--- config.mk ---
export PLATFORM = sky130hd
export DESIGN_NAME = whtdp_ctrl
export DESIGN_NICKNAME = d
export VERILOG_FILES = /design/src/sv/whtdp_pkg.sv /design/src/sv/whtdp_ctrl.sv
export SDC_FILE = /design/constraint.sdc
export NUM_CORES = 1
export LEC_CHECK = 0
export BUFFER_PORTS_ARGS = -buffer_cell sky130_fd_sc_hd__buf_4
export CELL_PAD_IN_SITES_DETAIL_PLACEMENT = 0
export CELL_PAD_IN_SITES_GLOBAL_PLACEMENT = 1
export CORE_MARGIN = 2
export CORE_UTILIZATION = 36
export CTS_BUF_LIST = sky130_fd_sc_hd__clkbuf_8 sky130_fd_sc_hd__clkbuf_16
export DETAILED_ROUTE_END_ITERATION = 7
export PLACE_DENSITY = 0.89
export SLEW_MARGIN = 20
export SYNTH_ARGS = -nofsm -noshare
export SYNTH_HDL_FRONTEND = slang
export SYNTH_SLANG_ARGS = --single-unit
--- constraint.sdc ---
create_clock -name clk -period 5.45 [get_ports clk]
set_input_delay 0.8175 -clock clk [delete_from_list [all_inputs] [get_ports clk]]
set_output_delay 0.8175 -clock clk [all_outputs]
set_load 0.03 [all_outputs]
--- src/sv/whtdp_pkg.sv ---
// Shared types and constants for the double-probe word hash table.
package whtdp_pkg;
  localparam int TABLE_SIZE = 569;
  localparam int WORD_MAX   = 20;
  localparam int SLOT_W     = $clog2(TABLE_SIZE);
  localparam int LEN_W      = $clog2(WORD_MAX + 1);
  localparam int POS_W      = $clog2(WORD_MAX);
  localparam int CNT_W      = $clog2(TABLE_SIZE + 1);
  localparam int LTR_W      = 5;
  localparam int ADDR_W     = $clog2(TABLE_SIZE * WORD_MAX);
  // unreduced word hash: sum of letter*26*pos over a whole word
  localparam int HASH_W     = $clog2(31 * 26 * WORD_MAX * (WORD_MAX - 1) / 2 + 1);
  // reciprocal reduction mod TABLE_SIZE, exact for inputs below 2**MOD_W
  localparam int MOD_W      = $clog2(TABLE_SIZE * TABLE_SIZE);
  localparam int MOD_K      = MOD_W + SLOT_W;
  localparam int MOD_M_W    = MOD_K - SLOT_W + 1;
  localparam int MOD_M      = ((1 << MOD_K) + TABLE_SIZE - 1) / TABLE_SIZE;

  localparam logic [2:0] ST_INSERTED  = 3'd0;
  localparam logic [2:0] ST_FULL      = 3'd1;
  localparam logic [2:0] ST_FOUND     = 3'd2;
  localparam logic [2:0] ST_NOT_FOUND = 3'd3;
  localparam logic [2:0] ST_TOO_LONG  = 3'd4;

  typedef enum logic [3:0] {
    S_IDLE, S_CLEAR, S_READ, S_CHECK, S_CMP, S_STEP, S_WRITE, S_DONE
  } state_t;

  typedef struct packed {
    logic clear;       // write length zero at clear address
    logic clr_adv;
    logic letter_in;   // accept letter into buffer
    logic start_walk;
    logic read_len;    // length read at key (never set; the length memory reads at key every cycle)
    logic cmp_start;
    logic cmp_adv;
    logic step;
    logic write_adv;
    logic word_reset;
  } cmd_t;

  typedef struct packed {
    logic clr_done;
    logic len_empty;
    logic len_eq;
    logic cmp_done;
    logic cmp_ok;
    logic walk_end;
    logic write_done;
    logic too_long;
  } sts_t;
endpackage

--- src/sv/whtdp_ctrl.sv ---
// Controller state machine and result register.
module whtdp_ctrl (
  input  logic            clk,
  input  logic            rst,
  input  logic            in_beat,
  input  logic            op,
  input  logic            last,
  input  whtdp_pkg::sts_t sts,
  input  logic [9:0]      slot_in,
  input  logic [9:0]      probes_in,
  output whtdp_pkg::cmd_t cmd,
  output logic            s_ready,
  output logic            m_valid,
  input  logic            m_ready,
  output logic [2:0]      status,
  output logic [9:0]      slot,
  output logic [9:0]      probes
);
  import whtdp_pkg::*;

  state_t state, state_next;
  logic   op_q;
  logic   res_load;
  logic [2:0] res_status;
  logic       res_zero;

  always_ff @(posedge clk) begin
    if (rst) begin
      state   <= S_CLEAR;
      m_valid <= 1'b0;
    end else begin
      state <= state_next;
      if (res_load) m_valid <= 1'b1;
      else if (m_ready) m_valid <= 1'b0;
    end
    if (in_beat && last) op_q <= op;
    if (res_load) begin
      status <= res_status;
      slot   <= res_zero ? '0 : slot_in;
      probes <= (res_status == ST_TOO_LONG) ? '0 : probes_in;
    end
  end

  assign s_ready = (state == S_IDLE);

  always_comb begin
    state_next = state;
    cmd        = '0;
    res_load   = 1'b0;
    res_status = ST_INSERTED;
    res_zero   = 1'b0;
    unique case (state)
      S_CLEAR: begin
        cmd.clear   = 1'b1;
        cmd.clr_adv = 1'b1;
        if (sts.clr_done) state_next = S_IDLE;
      end
      S_IDLE: begin
        if (in_beat) begin
          cmd.letter_in = 1'b1;
          if (last) state_next = S_DONE;
        end
      end
      S_DONE: begin
        // hold the word until the previous result has left
        if (!m_valid) begin
          if (sts.too_long) begin
            res_load   = 1'b1;
            res_status = ST_TOO_LONG;
            res_zero   = 1'b1;
            cmd.word_reset = 1'b1;
            state_next = S_IDLE;
          end else begin
            cmd.start_walk = 1'b1;
            state_next = S_READ;
          end
        end
      end
      S_READ: begin
        cmd.cmp_start = 1'b1;
        state_next = S_CHECK;
      end
      S_CHECK: begin
        if (!op_q) begin
          if (sts.len_empty) begin
            cmd.cmp_start = 1'b1;
            state_next = S_WRITE;
          end else state_next = S_STEP;
        end else if (sts.len_eq) begin
          cmd.cmp_adv = 1'b1;
          state_next = S_CMP;
        end else state_next = S_STEP;
      end
      S_CMP: begin
        if (sts.cmp_done) begin
          if (sts.cmp_ok) begin
            res_load   = 1'b1;
            res_status = ST_FOUND;
            cmd.word_reset = 1'b1;
            state_next = S_IDLE;
          end else state_next = S_STEP;
        end else cmd.cmp_adv = 1'b1;
      end
      S_STEP: begin
        if (sts.walk_end) begin
          res_load   = 1'b1;
          res_status = op_q ? ST_NOT_FOUND : ST_FULL;
          res_zero   = 1'b1;
          cmd.word_reset = 1'b1;
          state_next = S_IDLE;
        end else begin
          cmd.step = 1'b1;
          state_next = S_READ;
        end
      end
      S_WRITE: begin
        cmd.write_adv = 1'b1;
        if (sts.write_done) begin
          res_load   = 1'b1;
          res_status = ST_INSERTED;
          cmd.word_reset = 1'b1;
          state_next = S_IDLE;
        end
      end
      default: state_next = S_IDLE;
    endcase
  end
endmodule

==> flow_metrics.env <==
export IMPL_nFillCells=345
export IMPL_io_buffers=67
export IMPL_rsz0062_at_grt="no"
export IMPL_multi_input_area_um2=518.0
export IMPL_grt_max_degree=28
export IMPL_top_usage_layer="met2"
export IMPL_antennaDiodeCount=0
export IMPL_syn_to_final_growth_pct=37.10
export IMPL_antenna_found_initial=0
export IMPL_post_drt_wl_per_cell_um=12.56
export IMPL_worst_pin_slew_ns=0.8459
export IMPL_cts_made_buffers=3
export IMPL_routabilityCongestion=0.8338
export IMPL_final_hold_viol_count=0
export IMPL_place_hpwl_um=2306
export IMPL_worstPathMaxFanout=27
export IMPL_max_cap_viol_count=0
export IMPL_fp_dieW_um=66.73
export IMPL_relSlewSlack_pct=43.61
export IMPL_clk_latency_ns=0.26
export IMPL_yosys_most_used_dff="edfxtp_1"
export IMPL_syn_num_nets=157
export IMPL_die_area_um2=4452
export IMPL_synth_seq_area_share_pct=56.54
export IMPL_drive_above_1_share_pct=40.76
export IMPL_gr_usage_met2_pct=20.63
export IMPL_pre_cts_slack_ns=2.131
export IMPL_cts_tree="done"
export IMPL_outcome="finished clean"
export IMPL_r2r_slack_ns=2.88
export IMPL_worstPathRequired_ns=4.63
export IMPL_synthCells=123
export IMPL_first_iter_violations=48
export IMPL_critPathKind="register to output pin"
export IMPL_hold_path_class="register to register"
export IMPL_clk_path_buf_depth=2
export IMPL_grt_pass1_vias=1011
export IMPL_period_share_pct=65.59
export IMPL_reg2reg_to="probes[0]"
export IMPL_slew_viol_final=0
export IMPL_nets=219
export IMPL_ioPinCount=69
export IMPL_r2r_start="state[1]"
export IMPL_synth_edf_count=24
export IMPL_drtPass1Iterations=4
export IMPL_critical_path_arrival_ns=2.76
export IMPL_cts_resized=0
export IMPL_core_area_um2=3716
export IMPL_met3_usage_pct=3.378
export IMPL_vdd_drop_max_mv=0.1402
export IMPL_start_kind="register"
export IMPL_seq_area_um2=800.8
export IMPL_drt_total_wl_um=2915
export IMPL_syn_area_per_cell_um2=11.52
export IMPL_grt_use_met1_pct=16.72
export IMPL_finalSetupViolations=0
export IMPL_cts_root_buf="clkbuf_8"
export IMPL_syn_area_um2=1416
export IMPL_final_cell_mix="67 x buf_4, 24 x edfxtp_1, 13 x nor2b_1, 12 x nand2_1, 12 x and2_1"
export IMPL_finalPower_uw=477.8
export IMPL_clk_transition_reported_paths_ns=0.08
export IMPL_routed_via_count=1130
export IMPL_slowest_delay_ns=0.87
export IMPL_grt_usage_pct=13.08
export IMPL_grt_first_pass_wirelength_um=4347
export IMPL_crit_chain="nand3b_1 -> a21oi_2 -> a21o_1 -> buf_4"
export IMPL_via_per_inst=4.871
export IMPL_synth_seq_cells=28
export IMPL_final_util_pct=52.26
export IMPL_p_leak_nw=0.8035
export IMPL_ant_nets=0
export IMPL_cts_hold_buffers_added=0
export IMPL_crit_start="state[1]"
export IMPL_die_y_um=66.73
export IMPL_route_detailed_drc=0
export IMPL_worstHoldStart="state[0]"
export IMPL_tns_ns=0
export IMPL_setup_ws_ns=1.875
export IMPL_final_common_cell="buf_4"
export IMPL_fin_skew_ns=0.004136
export IMPL_crit_path_end_kind="output pin"
export IMPL_cts_max_level=1
export IMPL_max_freq_mhz=279.8
export IMPL_async_flop_share_pct=0
export IMPL_cts_setup_buffers=0
export IMPL_fin_crit_ns=3.575
export IMPL_cts_sinks=28
export IMPL_grt_remaining_overflow=0
export IMPL_endpoint="cmd[0]"
export IMPL_power_density_nw_per_um2=246.0
export IMPL_core_rowCount=22
export IMPL_ys_types=34
export IMPL_rr_worst_depth=3
export IMPL_worst_path_max_delay_cell="dfxtp_1"
export IMPL_start_util_pct=38.11
export IMPL_yosys_warnings=0
worst min-delay path by stage:
stage / endpoint / depth (start not counted)
2_1_floorplan: state[2] / 3
4_1_cts: state[2] / 2
6_report: state[2] / 2
5_1_grt: op_q / 1
3_5_place_dp: state[2] / 2
3_3_place_gp: state[2] / 2
power breakdown:
group	leakage, nW	switching (mW)	internal, mW	total, mW
Sequential	0.251	0.0142	0.245	0.259
Clock	0.0269	0.0556	0.0503	0.106
Combinational	0.525	0.0612	0.0517	0.113
critical path: cells and delay by family (launching register included):
kind	cells	cell delay [ns]
buf+inv	1	0.30
flops	1	0.87
simple gates	1	0.18
compound gates	2	1.15
synthesized netlist by cell type (4+ instances only):
cell      number  area, µm²
inv_1          4      15.01
buf_4          4      30.03
nor2b_1       13      81.33
dfxtp_1        4      80.08
nor3_1         5      25.02
edfxtp_1      24      720.7
and2_1        12      75.07
nand2b_1       4      25.02
nand2_1       12      45.04
logic make-up after synthesis:
kind of cell | Yosys count | share of synthesized area (%)
AO/OA/AOI/OAI | 19 | 11.31
buffers and inverters | 14 | 6.889
flip-flops | 28 | 56.54
multiplexers | 1 | 1.060
other | 1 | 0.2648
AND/OR/NAND/NOR | 60 | 23.94
per-stage QoR:
step / hold WS [ns] / std cells / area (µm²)
2_1_floorplan: 0.6400 / 123 / 1416
3_3_place_gp: 0.6498 / 228 / 1897
3_5_place_dp: 0.6607 / 228 / 1897
4_1_cts: 0.6731 / 232 / 1942
5_1_grt: 0.7184 / 232 / 1942
6_report: 0.6814 / 232 / 1942
registers in the layout, summed over array words and instances, names as in the netlist:
name     cells
probes      10
op_q         1
slot        10
status       3
state        3
m_valid      1
final cells by class:
type                            instances  share of cell area (%)
Clock buffer                            3                   2.126
Timing Repair Buffer                   67                   25.90
Inverter                                4                  0.7732
Multi-Input combinational cell         81                   26.68
Sequential cell                        28                   41.24
Tap cell                               48                   3.093
Clock inverter                          1                  0.1933
metal layers:
metal  wire length (µm)  vias to the layer above
li1                   -                      552
met5                  0                        -
met3                382                        6
met1               1190                      502
met2               1260                       70
met4                 82                        0
Note: power is estimated with default switching activity, not from simulation.
